$ cat src/lhcm_pkg.sv
// ----------------------------------------------------------------------------
// lhcm_pkg: shared constants, types and functions of the heat colour map
// Widths derived from the count width, the 5.8 log helper and the beat tag
// that travels with each pixel through the divider.
// ----------------------------------------------------------------------------
`default_nettype none

package lhcm_pkg;

   // count width actually used (9 to 32)
   localparam int COUNT_BITS = 32;
   // width of the count and peak ports
   localparam int FIELD_BITS = 32;
   // integer part of the log: bit position of the leading one
   localparam int MSB_BITS   = $clog2(COUNT_BITS);
   // 5.8 log value
   localparam int LOG_BITS   = MSB_BITS + 8;
   // log times the level span (span fits in 8 bits)
   localparam int NUM_BITS   = LOG_BITS + 8;
   // quotient bits kept; anything at or above 256 saturates anyway
   localparam int QUO_BITS   = 8;
   localparam int COLOR_BITS = 8;
   localparam int LEVEL_BITS = 8;

   localparam logic [LEVEL_BITS:0]   LEVEL_BASE = 9'd16;
   localparam logic [7:0]            LEVEL_SPAN = 8'd239;
   localparam logic [LEVEL_BITS-1:0] LEVEL_MAX  = 8'd255;
   localparam logic [COLOR_BITS-1:0] BLUE_FLOOR = 8'd64;
   localparam logic [COLOR_BITS-1:0] COLOR_MAX  = 8'hFF;

   // ramp segments, picked by the two top bits of the level
   localparam logic [1:0] SEG_BLUE    = 2'd0;
   localparam logic [1:0] SEG_MAGENTA = 2'd1;
   localparam logic [1:0] SEG_YELLOW  = 2'd2;
   localparam logic [1:0] SEG_WHITE   = 2'd3;

   // control that travels alongside a pixel
   typedef struct packed {
      logic valid;
      logic nz;     // count was nonzero
   } lhcm_beat_type;

   // 5.8 base-2 log: leading-one position and the eight bits below it
   function automatic logic [LOG_BITS-1:0] log2_q8(input logic [COUNT_BITS-1:0] v);
      logic [MSB_BITS-1:0]     msb;
      logic [COUNT_BITS+7:0]   ext;
      msb = '0;
      for (int b = 0; b < COUNT_BITS; b++) begin
         if (v[b]) begin
            msb = MSB_BITS'(b);
         end
      end
      ext = {v, 8'h00} >> msb;
      return {msb, ext[7:0]};
   endfunction

endpackage

`default_nettype wire

$ cat src/lhcm_qdiv.sv
// ----------------------------------------------------------------------------
// lhcm_qdiv: pipelined restoring divider for the level quotient
// One compare stage flags quotients of 256 or more (this also covers a zero
// divisor), then eight stages each settle one quotient bit.
// ----------------------------------------------------------------------------
`default_nettype none

module lhcm_qdiv
   import lhcm_pkg::*;
(
   input  wire logic                  clock,
   input  wire logic                  reset,
   input  wire lhcm_beat_type         in_beat,
   input  wire logic [NUM_BITS-1:0]   in_num,
   input  wire logic [LOG_BITS-1:0]   top,
   output lhcm_beat_type              out_beat,
   output logic [QUO_BITS-1:0]        out_quo,
   output logic                       out_over
);

   localparam int STAGES = QUO_BITS + 1;

   logic [STAGES-1:0]   vld_ff,  vld_in;
   logic [STAGES-1:0]   nz_ff,   nz_in;
   logic [STAGES-1:0]   over_ff, over_in;
   logic [NUM_BITS-1:0] rem_ff [STAGES];
   logic [NUM_BITS-1:0] rem_in [STAGES];
   logic [QUO_BITS-1:0] quo_ff [STAGES];
   logic [QUO_BITS-1:0] quo_in [STAGES];

   // stage 0: range check, later stages: one quotient bit each
   always_comb begin
      logic [NUM_BITS-1:0] dsr;
      vld_in[0]  = in_beat.valid;
      nz_in[0]   = in_beat.nz;
      over_in[0] = in_num >= (NUM_BITS'(top) << QUO_BITS);
      rem_in[0]  = in_num;
      quo_in[0]  = '0;
      for (int j = 1; j < STAGES; j++) begin
         dsr        = NUM_BITS'(top) << (QUO_BITS - j);
         vld_in[j]  = vld_ff[j-1];
         nz_in[j]   = nz_ff[j-1];
         over_in[j] = over_ff[j-1];
         quo_in[j]  = quo_ff[j-1];
         rem_in[j]  = rem_ff[j-1];
         if (rem_ff[j-1] >= dsr) begin
            rem_in[j]              = rem_ff[j-1] - dsr;
            quo_in[j][QUO_BITS-j]  = 1'b1;
         end
      end
   end

   always_ff @(posedge clock) begin
      if (reset) begin
         vld_ff <= '0;
      end else begin
         vld_ff <= vld_in;
      end
      nz_ff   <= nz_in;
      over_ff <= over_in;
      for (int j = 0; j < STAGES; j++) begin
         rem_ff[j] <= rem_in[j];
         quo_ff[j] <= quo_in[j];
      end
   end

   assign out_beat.valid = vld_ff[STAGES-1];
   assign out_beat.nz    = nz_ff[STAGES-1];
   assign out_quo        = quo_ff[STAGES-1];
   assign out_over       = over_ff[STAGES-1];

   // in-range quotient leaves a remainder below the divisor
   a_rem_below_top: assert property (@(posedge clock) disable iff (reset)
      (out_beat.valid && !out_over) |-> (rem_ff[STAGES-1] < NUM_BITS'(top)))
      else $error("divider remainder not below divisor");

   // every beat out matches a beat that entered through stage 0
   a_latency: assert property (@(posedge clock) disable iff (reset)
      vld_ff[STAGES-1] |-> $past(in_beat.valid, STAGES))
      else $error("divider beat without matching entry");

   // a zero divisor always takes the saturating path
   a_zero_top: assert property (@(posedge clock) disable iff (reset)
      (vld_ff[0] && (top == '0)) |-> over_ff[0])
      else $error("zero divisor not flagged");

endmodule

`default_nettype wire

$ cat src/log_heat_colour_map_core.sv
// ----------------------------------------------------------------------------
// log_heat_colour_map_core: event count to RGB heat color, log scale
// Pipelined map from a pixel's event count to a blue-magenta-yellow-white
// ramp, scaled by the log of a programmed peak count.
// ----------------------------------------------------------------------------
// A pixel is taken on every clock where start is high and busy is low, one per
// cycle with no gaps, and its color appears on rsp_red/green/blue with a
// one-cycle rsp_valid strobe after the capture, log, scale, divider, level and
// color registers; the receiver cannot stall, so it must take every strobe. The
// nine-stage restoring divider (a range check, then one stage per quotient bit)
// forms the level. busy is registered reset: high during reset and in the cycle
// after it. The user must write the peak count through csr_valid/csr_ready only
// while no pixel is in flight (the block does not enforce this); its log is
// computed at the write and held, so a pixel may follow the write in the next cycle.
`default_nettype none

module log_heat_colour_map_core
   import lhcm_pkg::*;
(
   input  wire logic                   clock,
   input  wire logic                   reset,
   // pixel input
   input  wire logic                   start,
   output logic                        busy,
   input  wire logic [FIELD_BITS-1:0]  req_event_count,
   // color output
   output logic                        rsp_valid,
   output logic [COLOR_BITS-1:0]       rsp_red,
   output logic [COLOR_BITS-1:0]       rsp_green,
   output logic [COLOR_BITS-1:0]       rsp_blue,
   // peak register write
   input  wire logic                   csr_valid,
   output logic                        csr_ready,
   input  wire logic [FIELD_BITS-1:0]  csr_peak_count
);

   localparam int LATENCY = QUO_BITS + 6;

   logic                   busy_ff;
   logic [LOG_BITS-1:0]    top_ff;
   lhcm_beat_type          cnt_beat_ff;
   logic [COUNT_BITS-1:0]  cnt_ff;
   lhcm_beat_type          log_beat_ff;
   logic [LOG_BITS-1:0]    log_ff;
   lhcm_beat_type          num_beat_ff;
   logic [NUM_BITS-1:0]    num_ff;
   lhcm_beat_type          div_beat;
   logic [QUO_BITS-1:0]    div_quo;
   logic                   div_over;
   lhcm_beat_type          lvl_beat_ff;
   logic [LEVEL_BITS-1:0]  lvl_ff, lvl_in;
   logic                   rsp_valid_ff;
   logic [COLOR_BITS-1:0]  red_ff, red_in;
   logic [COLOR_BITS-1:0]  green_ff, green_in;
   logic [COLOR_BITS-1:0]  blue_ff, blue_in;
   logic                   accept;

   assign accept    = start && !busy_ff;
   assign busy      = busy_ff;
   assign csr_ready = !busy_ff;

   // peak register, kept as its 5.8 log (reset peak of one logs to zero)
   always_ff @(posedge clock) begin
      busy_ff <= reset;
      if (reset) begin
         top_ff <= '0;
      end else if (csr_valid && csr_ready) begin
         top_ff <= log2_q8(csr_peak_count[COUNT_BITS-1:0]);
      end
   end

   // front stages: capture, log of the count, scale by the level span
   always_ff @(posedge clock) begin
      if (reset) begin
         cnt_beat_ff <= '0;
         log_beat_ff <= '0;
         num_beat_ff <= '0;
      end else begin
         cnt_beat_ff.valid <= accept;
         cnt_beat_ff.nz    <= req_event_count[COUNT_BITS-1:0] != '0;
         log_beat_ff       <= cnt_beat_ff;
         num_beat_ff       <= log_beat_ff;
      end
      cnt_ff <= req_event_count[COUNT_BITS-1:0];
      log_ff <= log2_q8(cnt_ff);
      num_ff <= NUM_BITS'(log_ff) * NUM_BITS'(LEVEL_SPAN);
   end

   lhcm_qdiv u_qdiv (
      .clock    (clock),
      .reset    (reset),
      .in_beat  (num_beat_ff),
      .in_num   (num_ff),
      .top      (top_ff),
      .out_beat (div_beat),
      .out_quo  (div_quo),
      .out_over (div_over)
   );

   // level: offset, saturate at full scale
   always_comb begin
      logic [LEVEL_BITS:0] sum;
      sum = LEVEL_BASE + (LEVEL_BITS+1)'(div_quo);
      if (div_over || sum > (LEVEL_BITS+1)'(LEVEL_MAX)) begin
         lvl_in = LEVEL_MAX;
      end else begin
         lvl_in = sum[LEVEL_BITS-1:0];
      end
   end

   // ramp: four segments of 64 levels each
   always_comb begin
      logic [COLOR_BITS-1:0] step4;
      logic [COLOR_BITS-1:0] step3;
      step4    = {lvl_ff[5:0], 2'b00};
      step3    = BLUE_FLOOR + {1'b0, lvl_ff[5:0], 1'b0} + {2'b00, lvl_ff[5:0]};
      red_in   = '0;
      green_in = '0;
      blue_in  = '0;
      if (lvl_beat_ff.nz) begin
         case (lvl_ff[7:6])
            SEG_BLUE: begin
               blue_in = step3;
            end
            SEG_MAGENTA: begin
               red_in  = step4;
               blue_in = COLOR_MAX;
            end
            SEG_YELLOW: begin
               red_in   = COLOR_MAX;
               green_in = step4;
               blue_in  = COLOR_MAX - step4;
            end
            SEG_WHITE: begin
               red_in   = COLOR_MAX;
               green_in = COLOR_MAX;
               blue_in  = step4;
            end
         endcase
      end
   end

   // back stages: level register, color output register
   always_ff @(posedge clock) begin
      if (reset) begin
         lvl_beat_ff  <= '0;
         rsp_valid_ff <= 1'b0;
      end else begin
         lvl_beat_ff  <= div_beat;
         rsp_valid_ff <= lvl_beat_ff.valid;
      end
      lvl_ff   <= lvl_in;
      red_ff   <= red_in;
      green_ff <= green_in;
      blue_ff  <= blue_in;
   end

   assign rsp_valid = rsp_valid_ff;
   assign rsp_red   = red_ff;
   assign rsp_green = green_ff;
   assign rsp_blue  = blue_ff;

   // every color beat comes from a pixel taken a fixed time earlier
   a_fixed_latency: assert property (@(posedge clock) disable iff (reset)
      rsp_valid |-> $past(accept, LATENCY))
      else $error("color beat without a matching pixel");

   // a nonzero count never maps below the base level
   a_level_floor: assert property (@(posedge clock) disable iff (reset)
      (lvl_beat_ff.valid && lvl_beat_ff.nz) |-> (lvl_ff >= LEVEL_BASE[LEVEL_BITS-1:0]))
      else $error("level below base");

   // green only appears once red is full
   a_green_after_red: assert property (@(posedge clock) disable iff (reset)
      (rsp_valid && (rsp_green != '0)) |-> (rsp_red == COLOR_MAX))
      else $error("green without full red");

endmodule

`default_nettype wire
$ cat config.mk
export PLATFORM = sky130hd
export DESIGN_NAME = log_heat_colour_map_core
export DESIGN_NICKNAME = d
export VERILOG_FILES = /design/src/lhcm_pkg.sv /design/src/lhcm_qdiv.sv /design/src/log_heat_colour_map_core.sv
export SDC_FILE = /design/constraint.sdc
export NUM_CORES = 1
export LEC_CHECK = 0
export ABC_AREA = 1
export BUFFER_PORTS_ARGS = -buffer_cell sky130_fd_sc_hd__clkbuf_2
export CORE_ASPECT_RATIO = 0.5
export CORE_UTILIZATION = 35
export CTS_CLUSTER_DIAMETER = 150
export DETAILED_ROUTE_END_ITERATION = 6
export SLEW_MARGIN = 20
export SYNTH_ARGS = -nofsm -noshare
export SYNTH_HDL_FRONTEND = slang
export SYNTH_HIERARCHICAL = 1
export SYNTH_SLANG_ARGS = --single-unit
$ cat constraint.sdc
create_clock -name clock -period 11.31 [get_ports clock]
set_input_delay 1.6965 -clock clock [delete_from_list [all_inputs] [get_ports clock]]
set_output_delay 1.6965 -clock clock [all_outputs]
set_load 0.02 [all_outputs]
After elaboration in Yosys (flattened, before gate mapping) --
Memories as Yosys holds them, arrays and structs flattened. Index checks and enable logic that the tools add are counted.
Word-level totals: bits of input ports 68, output and inout bits 27, memories kept 2, memory bits (writable) 261, register bits 148, logic and storage cells 141
Cells by class: multiply operators 1, $lt $le $gt $ge 10, add/subtract/negate cells 12, equality and inequality tests 3, reduce and logical (&&, ||, !) cells 7, muxes and demuxes 83, shift-type cells 2
Memories:
- u_qdiv.rem_ff | depth 9, width 21, read ports 8, clocked after Yosys merged registers in 0, write ports 9, RTL line lhcm_qdiv.sv:26 | logic [NUM_BITS-1:0] rem_ff [STAGES];
- u_qdiv.quo_ff | depth 9, width 8, read ports 9, clocked after Yosys merged registers in 0, write ports 9, RTL line lhcm_qdiv.sv:28 | logic [QUO_BITS-1:0] quo_ff [STAGES];
Operators by type and width (number):
- 5-bit two-way mux | 62
- 21-bit two-way mux | 8
- 40-bit by 5-bit >> shifter with 8-bit output | 2
- 8-bit case mux with 2 select lines | 2
- 8-bit case mux with 4 select lines | 1
- 32-bit nonzero test | 1
- 21-bit by 13-bit >= comparator with 1-bit output | 1
- 21-bit by 14-bit >= comparator with 1-bit output | 1
- 21-bit by 15-bit >= comparator with 1-bit output | 1
- 21-bit by 16-bit >= comparator with 1-bit output | 1
- 21-bit by 17-bit >= comparator with 1-bit output | 1
- 21-bit by 18-bit >= comparator with 1-bit output | 1
- 21-bit by 19-bit >= comparator with 1-bit output | 1
- 21-bit by 20-bit >= comparator with 1-bit output | 1
- 21-bit >= comparator | 1
- 13-bit by 8-bit multiplier with 21-bit output, second input constant | 1
- 21-bit by 13-bit subtractor with 21-bit output | 1
- 21-bit by 14-bit subtractor with 21-bit output | 1
- 21-bit by 15-bit subtractor with 21-bit output | 1
- 21-bit by 16-bit subtractor with 21-bit output | 1
- 21-bit by 17-bit subtractor with 21-bit output | 1
- 21-bit by 18-bit subtractor with 21-bit output | 1
- 21-bit by 19-bit subtractor with 21-bit output | 1
- 21-bit by 20-bit subtractor with 21-bit output | 1
- other kinds (13) | 24

Depth between registers and ports, before layout --
Gate-level depths: netlist of run 1.
depth after elaboration 34, mapped depth 42, mapped depth without buffers 41

By module --
The synthesis of run 1 kept the hierarchy.
Modules (own cells, without submodules):
- lhcm_qdiv | cells an instance 1924, instances 1, area each 13461.7 µm²
- log_heat_colour_map_core | cells an instance 1289, instances 1, area each 9052.4 µm²

Worst setup path before layout of run 1 --
OpenSTA, ideal clock, no wires.
path kind flip-flop to flip-flop, start point register log_ff[0], end point register num_ff[20], required time 11190 ps, setup slack 6538 ps, arrival 4651 ps, stages on the path, launching flop included 25, period minus slack after synthesis 4772 ps, path through dfxtp_1 fa_1 inv_1 fa_1 fa_1 inv_1 fa_1 ha_1 nand2_1 o21ai_0 a21oi_1 o21bai_1 nand2_1 nand2_1 a21oi_1 o31ai_1 a21oi_1 o21ai_0 nand2_1 nand2_1 a21oi_1 nor2_1 o21ai_0 nand2_1 xnor2_1
On the way: word-level cells in the longest chain between the ends 1
RTL lines:
- start, declared | RTL line log_heat_colour_map_core.sv:44 | logic [LOG_BITS-1:0] log_ff;
- start signal, assigned | RTL line log_heat_colour_map_core.sv:85 | log_ff <= log2_q8(cnt_ff);
- 13-bit by 8-bit multiplier with 21-bit output | RTL line log_heat_colour_map_core.sv:86 | num_ff <= NUM_BITS'(log_ff) * NUM_BITS'(LEVEL_SPAN);
- end signal, assigned | RTL line log_heat_colour_map_core.sv:86
- end, declared | RTL line log_heat_colour_map_core.sv:46 | logic [NUM_BITS-1:0] num_ff;
No other way between the ends. A chain may end at the register's enable or synchronous reset.

Final worst setup path of run 1 --
Ends and elaborated chain as after synthesis.

==> flow_results.org, run 1 <==
** Synth
- Sequential element share of the synthesized area :: 31.1%
- Of the post-synthesis cell area, the dominant cell type holds 31.1%.
- Post-synthesis async set-or-reset flop share :: 0%
- Average footprint of a synthesized cell :: 7.01 um2
- Synthesized instance count :: 3213
- Main area contributors after synthesis :: sky130_fd_sc_hd__dfxtp_1, sky130_fd_sc_hd__nand2_1, sky130_fd_sc_hd__ha_1, sky130_fd_sc_hd__nand3_1, sky130_fd_sc_hd__inv_1
- Number of enable-type register cells in the synthesized netlist :: 0
- Total number of yosys warnings :: 6
- Dominant cell type by area after synthesis :: sky130_fd_sc_hd__dfxtp_1
- The synthesized design contains 350 register bits.
- The number of nets handed over by synthesis was 3522.
- Synth Cell Area :: 22500 um2
- Most common flop cell mapped by yosys :: sky130_fd_sc_hd__dfxtp_1
- After synthesis, the netlist uses 52 different library cells.

** Power and ir drop
- In this run switching power makes up 44.2% of total power.
- In this run the power spent charging and discharging nets is 3.16 mW.
- Summed over all cells, the static leakage comes to 12.5 nW.
- The worst-case IR drop observed on VDD is 0.145 mV.
- Register share of total power :: 27.7%
- Cell internal power was estimated by the tool at 3.98 mW.
- Power per cell area :: 287 nW/um2
- Of the total power, the clock network draws 18.4%.
- Per report_power, the combinational group accounts for 53.9% of the total.

** Floorplanning
- The die covers 65400 um2.
- Top-Level Pins :: 95
- Placeable Area :: 63300 um2
- From bottom edge to top edge, the die measures 181 um.
- Starting density of the core :: 35.6%
- Number of placement rows :: 65
- Die width :: 361 um

** STA
- Period utilization :: 44.9%
- The final-report hold violation count is 0.
- Clock Skews :: 38.6 ps
- The number of slew-limit violations in the final report was 0.
- Unrepaired setup endpoints after global routing :: no
- Tightest Pin Transition :: 1060 ps
- Max-slew headroom at the worst pin :: 29.0%
- Based on the critical path, the design can be clocked at up to 197 MHz.
- Final Setup Violations :: 0
- Total negative slack for setup checks :: 0 ps
- Time the final worst path needs with I/O delays and setup :: 5080 ps

** Placed design
- Port buffering added 94 buffers.
- Gpl congestion :: 0.900
- Summing all placed instances gives a cell area of 23600 um2.
- Dpl hpwl :: 43800 um

** CTS
- Root cell of the clock tree :: sky130_fd_sc_hd__clkbuf_16
- CTS buffer count :: 36
- TritonCTS clock tree :: done
- The number of hold buffers added after CTS was 0.
- Counting along the longest clock path gives a buffer depth of 3.
- Number of H-tree levels :: 2
- Number of sinks driven by the clock tree :: 350
- Buffers added to address setup during post-CTS repair amount to 0.
- CTS clk-pin slew, worst paths :: 60 ps
- Clock latency on the worst-skew pair :: 550 ps
- After clock tree synthesis, the repair step resized 0 gates.

** Layout
- In the final layout, the multi-input gates occupy 13400 um2.
- In the final layout, the share of cells above drive strength 1 is 8.44%.
- In the final design database the tool counted 3586 nets.
- The filler cells instantiated in the layout total 6705.
- Ant diodes :: 0
- FF/Latch Area :: 7010 um2
- Post-synthesis to final-layout area growth :: 10.5%
- Final cell area excluding filler cells :: 24900 um2

** Drt
- In the final routed layout, each cell accounts on average for 13.6 um.
- The detailed router finished its first iteration with 1373 violations.
- Detailed routing inserted a total of 19900 vias.
- For this block, the routed nets add up to 56500 um of wire.
- The first detailed-routing pass ran for 7 iterations.
- The detail route stage leaves a number of antenna-violating nets equal to 0.
- Residual DRC :: 4
- In the routed layout, each cell is associated on average with a via count of 4.81.

** Critical path
- CP Launch Type :: register
- Of all nets on the critical path, the largest fanout is 5.
- CP Data Required Time :: 11790 ps
- The worst setup path is of the reg -> reg kind.
- Kind of end point of the critical path :: register
- Data on the critical path arrives at its endpoint at 5560 ps.

** GRT
- In the global route stage, overall resource usage came out at 17.3%.
- After global routing the overflow that remains totals 0.
- The number of antenna violations at the first check in global routing was 2.
- The via count of the first global-routing pass was 18900.
- The first global-routing pass estimated 93200 um of wire.
- Entering global routing, the biggest net connects 43 pins.

** Status
- The final reports fail on DRC.
- The run finished, with violations left.

** Min path
- The min-delay analysis places its worst path in the category reg -> reg.

** Run
- Across the run, the number of max-cap violations was 0.
-- cell families after synthesis --
logic type      share of synthesized area (%)
flops                                    31.1
fa+ha+maj                                15.4
xor+xnor                                 3.00
compound gates                           7.02
mux                                    0.0445
simple gates                             34.0
buf+inv                                  9.40
-- power by group through the flow --
stage	clock, mW	sequential [mW]	combinational [mW]
6_report	1.31	1.98	3.85
5_1_grt	1.41	2.02	4.48
4_1_cts	1.35	1.98	3.85
3_5_place_dp	0	2.01	3.83
3_3_place_gp	0	2.01	3.78
2_1_floorplan	0	1.89	3.11
-- synthesized netlist by cell type (19+ instances only) --
| master | count |
|---|---|
| sky130_fd_sc_hd__xor2_1 | 58 |
| sky130_fd_sc_hd__ha_1 | 180 |
| sky130_fd_sc_hd__nand2_2 | 30 |
| sky130_fd_sc_hd__xnor2_1 | 19 |
| sky130_fd_sc_hd__nand2_1 | 979 |
| sky130_fd_sc_hd__nand3_1 | 370 |
| sky130_fd_sc_hd__nand4_1 | 39 |
| sky130_fd_sc_hd__clkbuf_1 | 25 |
| sky130_fd_sc_hd__dfxtp_1 | 350 |
| sky130_fd_sc_hd__o21ai_0 | 66 |
| sky130_fd_sc_hd__inv_1 | 406 |
| sky130_fd_sc_hd__nor2_1 | 250 |
| sky130_fd_sc_hd__fa_1 | 61 |
| sky130_fd_sc_hd__a21oi_1 | 118 |
-- path summary, 6_finish.rpt --
kind                                           startpoint                        end  slack [ps]  cells past startpoint
worst max-delay path                    log_ff[0]$_DFF_P_         num_ff[20]$_DFF_P_        6230                     24
worst min-delay path            u_qdiv/over_ff[5]$_DFF_P_  u_qdiv/over_ff[6]$_DFF_P_         300                      0
worst max register to register          log_ff[0]$_DFF_P_         num_ff[20]$_DFF_P_        6230                     24
worst min register to register  u_qdiv/over_ff[5]$_DFF_P_  u_qdiv/over_ff[6]$_DFF_P_         300                      0
-- critical path, cell delays in order (launching register included) --
cell and delay [ps]:
sky130_fd_sc_hd__dfxtp_1 370, sky130_fd_sc_hd__fa_1 580, sky130_fd_sc_hd__inv_1 70, sky130_fd_sc_hd__fa_1 480, sky130_fd_sc_hd__fa_1 540, sky130_fd_sc_hd__inv_1 50, sky130_fd_sc_hd__fa_1 470, sky130_fd_sc_hd__ha_1 360
sky130_fd_sc_hd__nand2_1 60, sky130_fd_sc_hd__o21ai_0 270, sky130_fd_sc_hd__a21oi_1 110, sky130_fd_sc_hd__o21bai_1 200, sky130_fd_sc_hd__nand2_1 80, sky130_fd_sc_hd__nand2_1 60, sky130_fd_sc_hd__a21oi_1 80, sky130_fd_sc_hd__o31ai_1 320
sky130_fd_sc_hd__a21oi_1 100, sky130_fd_sc_hd__o21ai_0 270, sky130_fd_sc_hd__nand2_1 80, sky130_fd_sc_hd__nand2_1 60, sky130_fd_sc_hd__a21oi_1 80, sky130_fd_sc_hd__nor2_1 90, sky130_fd_sc_hd__o21ai_0 70, sky130_fd_sc_hd__nand2_1 70
sky130_fd_sc_hd__xnor2_1 100
-- final cells by class --
type                            count  share of cell area, %
Clock buffer                       47                   4.16
Clock inverter                     19                   1.12
Inverter                          428                   6.47
Multi-Input combinational cell   2362                   53.8
Sequential cell                   350                   28.2
Tap cell                          837                   4.21
Timing Repair Buffer               99                   2.04
-- sequential cells by signal, indices dropped and copies added (netlist names) --
| register | flops |
|---|---|
| cnt_beat_ff | 2 |
| rsp_blue | 8 |
| lvl_ff | 8 |
| top_ff | 13 |
| rsp_red | 7 |
| u_qdiv/quo_ff | 36 |
| u_qdiv/nz_ff | 9 |
| log_ff | 13 |
| busy | 1 |
| u_qdiv/over_ff | 9 |
| lvl_beat_ff | 2 |
| u_qdiv/vld_ff | 9 |
| num_ff | 21 |
| rsp_green | 7 |
| rsp_valid | 1 |
| log_beat_ff | 2 |
| u_qdiv/rem_ff | 168 |
| cnt_ff | 32 |
| num_beat_ff | 2 |
-- routing by layer --
layer | vias to the layer above | global-route usage, % | routed length, um
met4 | 0 | 3.95 | 1050
met2 | 429 | 29.0 | 25300
met5 | - | 0 | 0
met3 | 71 | 2.59 | 2510
met1 | 9017 | 23.3 | 27600
li1 | 10400 | - | -
-- cell usage in the layout, fill, tap and decap left out, drive strengths merged --
cell / synthesis / routed
nor4: 16 / 16
xnor2: 19 / 19
dfxtp: 350 / 350
o21bai: 13 / 13
nand2: 1013 / 1013
a211oi: 2 / 2
and3: 1 / 1
nand3: 386 / 386
nand4: 39 / 39
fa: 61 / 61
nor3: 20 / 20
clkinvlp: 0 / 3
a21oi: 137 / 137
clkbuf: 25 / 141
a22o: 1 / 1
nor2: 261 / 261
nand3b: 16 / 16
xor2: 58 / 58
o221ai: 1 / 1
a31oi: 4 / 4
clkinv: 3 / 12
bufinv: 0 / 6
a2111oi: 2 / 2
o211ai: 8 / 8
o21a: 1 / 1
or2: 6 / 6
and2: 13 / 13
o21ai: 94 / 94
a21o: 6 / 6
buf: 48 / 5
mux2i: 1 / 1
inv: 425 / 426
a311oi: 1 / 1
ha: 180 / 180
o31ai: 2 / 2
-- per-stage QoR --
step,cells,utilization (%),worst slack (ps),total power [mW],hold WS [ps]
4_1_cts,4142,39.3,6140,7.19,304
2_1_floorplan,3213,-,6540,5.00,310
6_report,4142,39.3,6230,7.14,302
3_5_place_dp,4076,37.2,6150,5.84,312
5_1_grt,4142,39.3,5730,7.91,320
3_3_place_gp,4076,37.2,6130,5.79,311
Power figures use the tool's default switching activity.
==> run 2, diff against run 1 <==
Settings changed: ABC_AREA 1 to 0.
Clock period 11.31 ns to 5.3 ns, I/O delays scaled along.
==> flow_results.org, run 2 <==
** Synth
- Post-synth cell types :: 98 (+88%)
- Synthesized instance count :: 2123 (-34%)
- Yosys attributes the largest share of cell area to sky130_fd_sc_hd__dfxtp_1, sky130_fd_sc_hd__ha_1, sky130_fd_sc_hd__fa_1, sky130_fd_sc_hd__mux2i_1, sky130_fd_sc_hd__a21oi_1.
- The portion of the post-synthesis area used by sequential elements is 34.6% (+3.5 points).
- The number of nets produced by synthesis was 2432 (-31%).
- Most common flop cell mapped by yosys :: sky130_fd_sc_hd__dfxtp_1
- Area fraction of the dominant cell type after synthesis :: 34.6% (+3.5 points)
- The number of synthesized flops with an enable pin is 0 (unchanged).
- The flop and latch count out of synthesis is 350 (unchanged).
- The largest total area in the synthesized netlist belongs to sky130_fd_sc_hd__dfxtp_1.
- The average cell area after synthesis came to 9.53 um2 (+36%).
- Total number of yosys warnings :: 6 (unchanged)
- Most frequent cells after synthesis :: sky130_fd_sc_hd__dfxtp_1, sky130_fd_sc_hd__ha_1, sky130_fd_sc_hd__nor2_1, sky130_fd_sc_hd__a21oi_1, sky130_fd_sc_hd__nand2_1
- Synth Cell Area :: 20200 um2 (-10%)
- The async set or reset register ratio after synthesis was 0% (unchanged).
- Among all cell types in the netlist, the one instantiated most often is sky130_fd_sc_hd__dfxtp_1.

** STA
- The post-route clock period utilization is 85.3% (+40 points).
- The worst-case setup margin in the final layout was 778 ps (-5450 ps).
- Tightest Pin Transition :: 1040 ps (-22.5 ps)
- The number of slew-limit violations in the final report was 0 (unchanged).
- The highest attainable clock frequency is 221 MHz (+12%).
- The normalized max-slew margin came to 30.7% (+1.7 points).
- The maximum clock skew at final layout is 20.7 ps (-17.8 ps).
- The shortest clock period the worst path allows after layout came to 4520 ps (-556 ps).
- Setup repair after global routing left no endpoint under its margin.
- Final Setup Violations :: 0 (unchanged)
- Total negative slack for setup checks :: 0 ps (unchanged)
- The final-report hold violation count is 0 (unchanged).

** GRT
- The global-route usage over all layers is 15.5% (-1.8 points).
- The pin count of the biggest net entering global routing is 38 (-12%).
- GRT Residual Overflow :: 0 (unchanged)
- The wire length of the first global-routing pass is 74700 um (-20%).
- Number of global-route vias before repair :: 14900 (-21%)
- Initial antenna violation count :: 0 (-2)

** CTS
- The cell sitting at the root of the clock tree is a sky130_fd_sc_hd__clkbuf_16.
- The quantity of gates resized following cts is 0 (unchanged).
- The number of buffers created by CTS was 36 (unchanged).
- The clock insertion delay at the later pin of the skew report is 550 ps (about the same).
- Number of sinks driven by the clock tree :: 350 (unchanged)
- The clock input transition at the sequential cells of the worst setup and hold paths was 70 ps (about the same).
- The total of hold buffers inserted after clock tree synthesis is 0 (unchanged).
- Number of H-tree levels :: 2 (unchanged)
- The buffer levels on the longest clock path was 3 (unchanged).
- Post-CTS repair timing setup buffer count :: 0 (unchanged)
- TritonCTS built the clock tree.

** Power and ir drop
- Register share of total power :: 29.1% (+1.4 points)
- The net switching share of the total power came to 39.2% (-5.1 points).
- Leakage power summed over all cells :: 9.62 nW (-23%)
- The peak supply drop came to 0.310 mV (+110%).
- The relative contribution of the clock network to total power came to 18.6% (+0.2 points).
- Cell internal power dissipation :: 8.70 mW (+120%)
- Power spent charging and discharging nets :: 5.60 mW (+77%)
- Share of total power in combinational logic :: 52.3% (-1.6 points)
- The total power of the final layout is 14.3 mW (+100%).
- Power per cell area :: 634 nW/um2 (+120%)

** Floorplanning
- The die boundary width is 342 um (-5.2%).
- DIE AREA :: 58800 um2 (-10%)
- The starting density of the core was 35.9% (+0.32 points).
- Top-Level Pins :: 95 (unchanged)
- Placeable Area :: 56300 um2 (-11%)
- The placement row count came to 61 (-6.2%).
- Die height :: 172 um (-5.2%)

** Layout
- Most common cell after layout, fill and taps aside :: sky130_fd_sc_hd__dfxtp_1
- Fraction of layout instances using a drive strength above 1 :: 12.1% (+3.7 points)
- Fin nets :: 2503 (-30%)
- Biggest regs :: u_qdiv/rem_ff (168), u_qdiv/quo_ff (36), cnt_ff (32)
- Most flops, register :: u_qdiv/rem_ff
- Post-synthesis to final-layout area growth :: 11.5%
- Max reg flops :: 168 (unchanged)
- In the layout the commonest cells are sky130_fd_sc_hd__dfxtp_1, sky130_fd_sc_hd__ha_1, sky130_fd_sc_hd__nor2_1, sky130_fd_sc_hd__a21oi_1, sky130_fd_sc_hd__nand2_1.

** Drt
- Count of vias placed by the detailed router :: 15400 (-23%)
- The remaining antenna violation count after routing came to 0 (unchanged).
- The first-pass iteration count of the detailed router came to 7 (unchanged).
- The detailed-route DRC error count is 20 (+16).
- The average detailed-routed wire length per instance was 15.2 um (+12%).
- Starting DRT DRC Count :: 973 (-29%)
- Drt via density :: 5.16 (+7.3%)
- Total detailed-routing wirelength :: 45400 um (-20%)

** Critical path
- Worst setup slack for register-to-register paths :: 780 ps (-5450 ps)
- The worst reg-to-reg path cell count came to 14 (-42%).
- The critical path ends at num_ff[20]$_DFF_P_.
- CP Launch Type :: register
- Crit. Startpoint :: log_ff[4]$_DFF_P_
- Worst flop-to-flop path endpoint :: num_ff[20]$_DFF_P_
- STA classifies the critical path endpoint as a register.
- CP Data Required Time :: 5720 ps (-6070 ps)
- The maximum fanout count along the critical path is 7 (+2).
- The critical path in this run is classified as reg -> reg.
- The data arrival at the endpoint of the critical path came to 4940 ps (-620 ps).
- Reg2reg start :: log_ff[4]$_DFF_P_

** Status
- Failing checks :: DRC
- Outcome :: finished with violations

** Placed design
- The final HPWL from detailed placement is 34300 um (-22%).
- Gpl congestion :: 0.877 (-2.5%)
- Pre-CTS setup slack :: 722 ps (-5430 ps)
- The number of buffers added on ports is 94 (unchanged).

** Min path
- The worst hold path begins at u_qdiv/quo_ff[0][53]$_DFF_P_.
- Class of the tightest hold or removal check :: reg -> reg

** Run
- Count of max-cap constraint violations :: 0 (unchanged)
==> run 2: cell types whose count changed in the layout (fill, tap and decap cells not counted), sizes merged, moves of 26 or more <==
cell / previous run / this run
inv: 426 / 124
mux2: 0 / 59
mux2i: 1 / 110
nand2: 1013 / 126
nand2b: 0 / 26
nand3: 386 / 41
nor2: 261 / 180
nor2b: 0 / 42
xnor2: 19 / 69
==> run 2: power groups by stage <==
stage	Sequential (mW)	Clock [mW]	Combinational [mW]
2_1_floorplan	4.03	0	6.15
3_3_place_gp	4.22	0	7.34
3_5_place_dp	4.22	0	7.42
4_1_cts	4.17	2.75	7.49
5_1_grt	4.26	2.86	8.51
6_report	4.16	2.66	7.47
==> run 2: logic make-up (layout without fill, tap and decap cells) <==
family                   after synthesis  in the layout  synth area share (%)
AND/OR/NAND/NOR                      597            597                  14.8
AO/OA/AOI/OAI                        468            468                  15.5
flip-flops                           350            350                  34.6
adder cells (fa/ha/maj)              242            242                  17.2
buffers and inverters                186            283                  4.10
multiplexers                         170            170                  8.88
XOR/XNOR                             110            110                  4.76
other                                  0              1                     0
==> run 2: metal layers <==
| layer | GRT usage [%] | part of all wire [%] | routed length (um) |
|---|---|---|---|
| met1 | 20.7 | 49 | 22300 |
| met2 | 25.6 | 44 | 20000 |
| met3 | 2.75 | 4.3 | 1940 |
| met4 | 4.54 | 2.4 | 1070 |
| met5 | 0 | 0 | 0 |
==> run 2: worst min-delay path by stage <==
stage | cells after the start | endpoint | slack [ps]
2_1_floorplan | 0 | u_qdiv/nz_ff[0]$_DFF_P_ | 310
3_3_place_gp | 0 | u_qdiv/nz_ff[5]$_DFF_P_ | 310
3_5_place_dp | 0 | u_qdiv/nz_ff[5]$_DFF_P_ | 310
4_1_cts | 0 | u_qdiv/quo_ff[0][61]$_DFF_P_ | 320
5_1_grt | 0 | u_qdiv/quo_ff[0][61]$_DFF_P_ | 330
6_report | 0 | u_qdiv/quo_ff[0][61]$_DFF_P_ | 320
==> run 2: cell type report <==
type | instances | area (um2)
Timing Repair Buffer | 99 | 508
Clock buffer | 46 | 998
Clock inverter | 18 | 235
Multi-Input combinational cell | 1587 | 12400
Tap cell | 756 | 946
Inverter | 120 | 453
Sequential cell | 350 | 7010
Antenna cell | 1 | 2.50
Fill cell | 5651 | 33800
==> run 2: through the flow <==
| step | area, um2 | hold WS (ps) | instances | util [%] |
|---|---|---|---|---|
| 3_3_place_gp | 21300 | 311 | 2912 | 37.8 |
| 3_5_place_dp | 21300 | 312 | 2912 | 37.8 |
| 2_1_floorplan | 20200 | 310 | 2123 | - |
| 6_report | 22600 | 320 | 2977 | 40.0 |
| 5_1_grt | 22500 | 326 | 2976 | 40.0 |
| 4_1_cts | 22500 | 321 | 2976 | 40.0 |
==> run 2: worst max-delay path, cell delays in order (launching register included) <==
cell	delay, ps
sky130_fd_sc_hd__dfxtp_1	570
sky130_fd_sc_hd__fa_1	520
sky130_fd_sc_hd__fa_1	530
sky130_fd_sc_hd__fa_1	520
sky130_fd_sc_hd__fa_1	490
sky130_fd_sc_hd__ha_1	240
sky130_fd_sc_hd__nor3_1	240
sky130_fd_sc_hd__nand4_1	170
sky130_fd_sc_hd__nand2_1	150
sky130_fd_sc_hd__o2111ai_1	150
sky130_fd_sc_hd__a31oi_1	270
sky130_fd_sc_hd__o21bai_1	90
sky130_fd_sc_hd__a21oi_1	220
sky130_fd_sc_hd__a21oi_1	110
sky130_fd_sc_hd__xnor2_1	130
==> run 3, diff against run 2 <==
Settings changed: CORE_UTILIZATION 35 to 40.
==> flow_results.org, run 3 (synthesized netlist as in run 2, its figures left out) <==
** Layout
- The number of antenna diodes was 0 (-1).
- Post-synthesis to final-layout area growth :: 10.4%
- The flip-flop count of the largest register after layout came to 168 (unchanged).
- Fin nets :: 2504 (+0.040%)
- Most common cell after layout, fill and taps aside :: sky130_fd_sc_hd__dfxtp_1
- Ranked by flip-flop count, first place goes to u_qdiv/rem_ff.
- Biggest regs :: u_qdiv/rem_ff (168), u_qdiv/quo_ff (36), cnt_ff (32)
- The ratio of cells with drive above 1 in the final layout is 12.0% (-0.12 points).
- Commonest non-fill, non-tap cells in the layout :: sky130_fd_sc_hd__dfxtp_1, sky130_fd_sc_hd__ha_1, sky130_fd_sc_hd__nor2_1, sky130_fd_sc_hd__a21oi_1, sky130_fd_sc_hd__nand2_1

** Drt
- The total routed wirelength is 45100 um (-0.62%).
- First-pass iteration count of the detailed router :: 5 (-2)
- Count of vias placed by the detailed router :: 15300 (-0.61%)
- The detailed-route DRC error count was 0 (-100%).
- The ratio of routed vias to standard cells is 5.32 (+3.2%).
- Starting DRT DRC Count :: 896 (-7.9%)
- Detail-routed net length per standard cell :: 15.7 um (+3.2%)
- Post-DRT Antenna Nets :: 0 (unchanged)

** CTS
- The buffer levels on the longest clock path came to 3 (unchanged).
- Post-CTS repair timing setup buffer count :: 0 (unchanged)
- CTS Hold Buffers Added :: 0 (unchanged)
- Number of sinks driven by the clock tree :: 350 (unchanged)
- The clock insertion delay at the later pin of the skew report is 540 ps (about the same).
- CTS buffer count :: 35 (-2.8%)
- The clock input transition at the sequential cells of the worst setup and hold paths was 70 ps (about the same).
- The root buffer cell chosen for the clock tree is sky130_fd_sc_hd__clkbuf_16.
- TritonCTS built the clock tree.
- The quantity of gates resized following cts is 0 (unchanged).
- The CTS H-tree depth came to 2 (unchanged).

** Critical path
- The worst reg-to-reg path cell count came to 14 (unchanged).
- The signal on the critical path passes through fa_1 > fa_1 > fa_1 > fa_1 > ha_1 > nor3_1 > nand4_1 > nand2_1 > o2111ai_1 > a31oi_1 > o21bai_1 > a21oi_1 > a21oi_1 > xnor2_1.
- The maximum fanout count along the critical path is 7 (unchanged).
- Kind of end point of the critical path :: register
- The required time of the worst setup path came to 5730 ps (about the same).
- The delay contributed by the slowest stage of the critical path came to 580 ps (about the same).
- The endpoint identified for the worst register-to-register timing path is num_ff[20]$_DFF_P_.
- In this design, the critical path's most frequently occurring cell is sky130_fd_sc_hd__fa_1.
- The worst register-to-register path begins at log_ff[4]$_DFF_P_.
- Critical path class :: reg -> reg
- Signal arrival time at the worst endpoint :: 4970 ps (+30 ps)
- Worst setup slack for register-to-register paths :: 760 ps (-20 ps)
- STA classifies the critical path startpoint as a register.
- Among all stages on the critical path, the largest delay is contributed by sky130_fd_sc_hd__dfxtp_1.

** Status
- The flow ran to the end, and the final reports show no timing, DRC or antenna violations.

** Power and ir drop
- The internal portion of total power came to 8.56 mW (-1.6%).
- Switching Fraction :: 39.5% (+0.30 points)
- The relative contribution of sequential cells to total power is 29.5% (+0.4 points).
- Share of total power in combinational logic :: 53.2% (+0.9 points)
- The switching component of the power came to 5.58 mW (-0.34%).
- The power density over cell area was 633 nW/um2 (-0.13%).
- Worst-case vdd ir drop :: 0.285 mV (-8.3%)
- The leakage power figure is 9.58 nW (-0.42%).
- The relative contribution of the clock network to total power came to 17.4% (-1.2 points).
- Post-route total power :: 14.1 mW (-1.1%)

** STA
- The normalized max-slew margin was 30.4% (-0.34 points).
- The maximum clock skew at final layout was 25.7 ps (+5.00 ps).
- Highest clock frequency the design can meet :: 220 MHz (-0.43%)
- The actual slew at the worst max-slew pin was 1040 ps (+5.11 ps).
- The shortest clock period the worst path allows after layout came to 4540 ps (+19.7 ps).
- Period utilization :: 85.7% (+0.37 points)
- The final count of negative-setup-slack endpoints was 0 (unchanged).
- Setup repair after global routing left no endpoint under its margin.
- Number of pins exceeding their max-slew limit in the final report :: 0 (unchanged)
- The final-report hold violation count was 0 (unchanged).
- The total negative setup slack came to 0 ps (unchanged).

** Min path
- In this run the most critical hold path is launched from u_qdiv/quo_ff[0][42]$_DFF_P_.
- Class of the tightest hold or removal check :: reg -> reg
- The worst hold path terminates at u_qdiv/quo_ff[0][50]$_DFF_P_.
- Cell depth of the worst hold path :: 0 (unchanged)

** GRT
- The wire length of the first global-routing pass came to 74200 um (-0.64%).
- Number of global-route vias before repair :: 14600 (-1.8%)
- All-Layer GR Usage :: 17.5% (+2.0 points)
- Initial antenna violation count :: 0 (unchanged)
- Pin count of the biggest net entering global routing :: 38 (unchanged)
- The overall overflow remaining after global route came to 0 (unchanged).

** Floorplanning
- The die boundary height is 161 um (-6.4%).
- Number of placement rows :: 57 (-6.6%)
- The number of I/O pins is 95 (unchanged).
- The total die area came to 51500 um2 (-12%).
- The die boundary width came to 320 um (-6.4%).
- The starting density of the core was 41.1% (+5.2 points).
- Placeable Area :: 49200 um2 (-13%)

** Placed design
- Gpl congestion :: 0.861 (-1.8%)
- The number of buffers added on ports came to 94 (unchanged).
- The final HPWL from detailed placement came to 34200 um (-0.21%).

** Run
- Count of max-cap constraint violations :: 0 (unchanged)
[run 3: cell types whose count changed in the layout (fill, tap and decap cells not counted)]
cell,before,now
sky130_fd_sc_hd__clkbuf_1,4,5
sky130_fd_sc_hd__clkinvlp_4,2,3
sky130_fd_sc_hd__buf_4,5,7
sky130_fd_sc_hd__bufinv_16,4,1
sky130_fd_sc_hd__diode_2,1,0
sky130_fd_sc_hd__inv_6,3,1
sky130_fd_sc_hd__clkinv_4,3,1
sky130_fd_sc_hd__clkbuf_8,6,7
[run 3: routing by layer]
metal  vias to the layer above  global-route usage [%]  share of wire [%]
met4                         0                    4.59                1.9
li1                       7777                       -                  -
met5                         -                       0                  0
met2                       304                    28.1                 44
met1                      7112                    24.2                 50
met3                        69                    3.07                4.4
[run 3: worst max-delay path, delay by kind of cell (launching register included)]
kind | cells | cell delay, ps
XOR/XNOR | 1 | 130
flip-flops | 1 | 580
AO/OA/AOI/OAI | 5 | 840
AND/OR/NAND/NOR | 3 | 580
adder cells (fa/ha/maj) | 5 | 2280
[run 3: how the worst max path moves through the flow]
stage                            from            endpoint  depth (start not counted)
floorplan           log_ff[3]$_DFF_P_  num_ff[19]$_DFF_P_                         13
global placement    log_ff[4]$_DFF_P_  num_ff[20]$_DFF_P_                         14
detailed placement  log_ff[4]$_DFF_P_  num_ff[20]$_DFF_P_                         14
CTS                 log_ff[4]$_DFF_P_  num_ff[20]$_DFF_P_                         14
global route        log_ff[4]$_DFF_P_  num_ff[20]$_DFF_P_                         14
finish              log_ff[4]$_DFF_P_  num_ff[20]$_DFF_P_                         14
[run 3: power by group through the flow]
stage / sequential (mW) / clock [mW] / combinational [mW]
after floorplan: 4.03 / 0 / 6.15
after global placement: 4.22 / 0 / 7.35
after detailed placement: 4.23 / 0 / 7.45
after CTS: 4.17 / 2.54 / 7.51
after global routing: 4.27 / 2.67 / 8.50
final: 4.16 / 2.45 / 7.52
[run 3: layout make-up]
class / count / area [um2]
Fill cell: 4797 / 26900
Sequential cell: 350 / 7010
Timing Repair Buffer: 101 / 523
Multi-Input combinational cell: 1587 / 12400
Inverter: 120 / 453
Clock buffer: 48 / 1020
Tap cell: 649 / 812
Clock inverter: 12 / 118
[run 3: metrics by stage]
step | instance area (um2) | cells | setup WS [ps] | hold WS [ps] | utilization [%]
global route | 22300 | 2867 | 454 | 308 | 45.4
global placement | 21200 | 2807 | 819 | 311 | 43.1
floorplan | 20200 | 2123 | 1110 | 310 | -
detailed placement | 21200 | 2807 | 726 | 312 | 43.1
CTS | 22300 | 2867 | 665 | 302 | 45.4
finish | 22300 | 2867 | 758 | 309 | 45.4
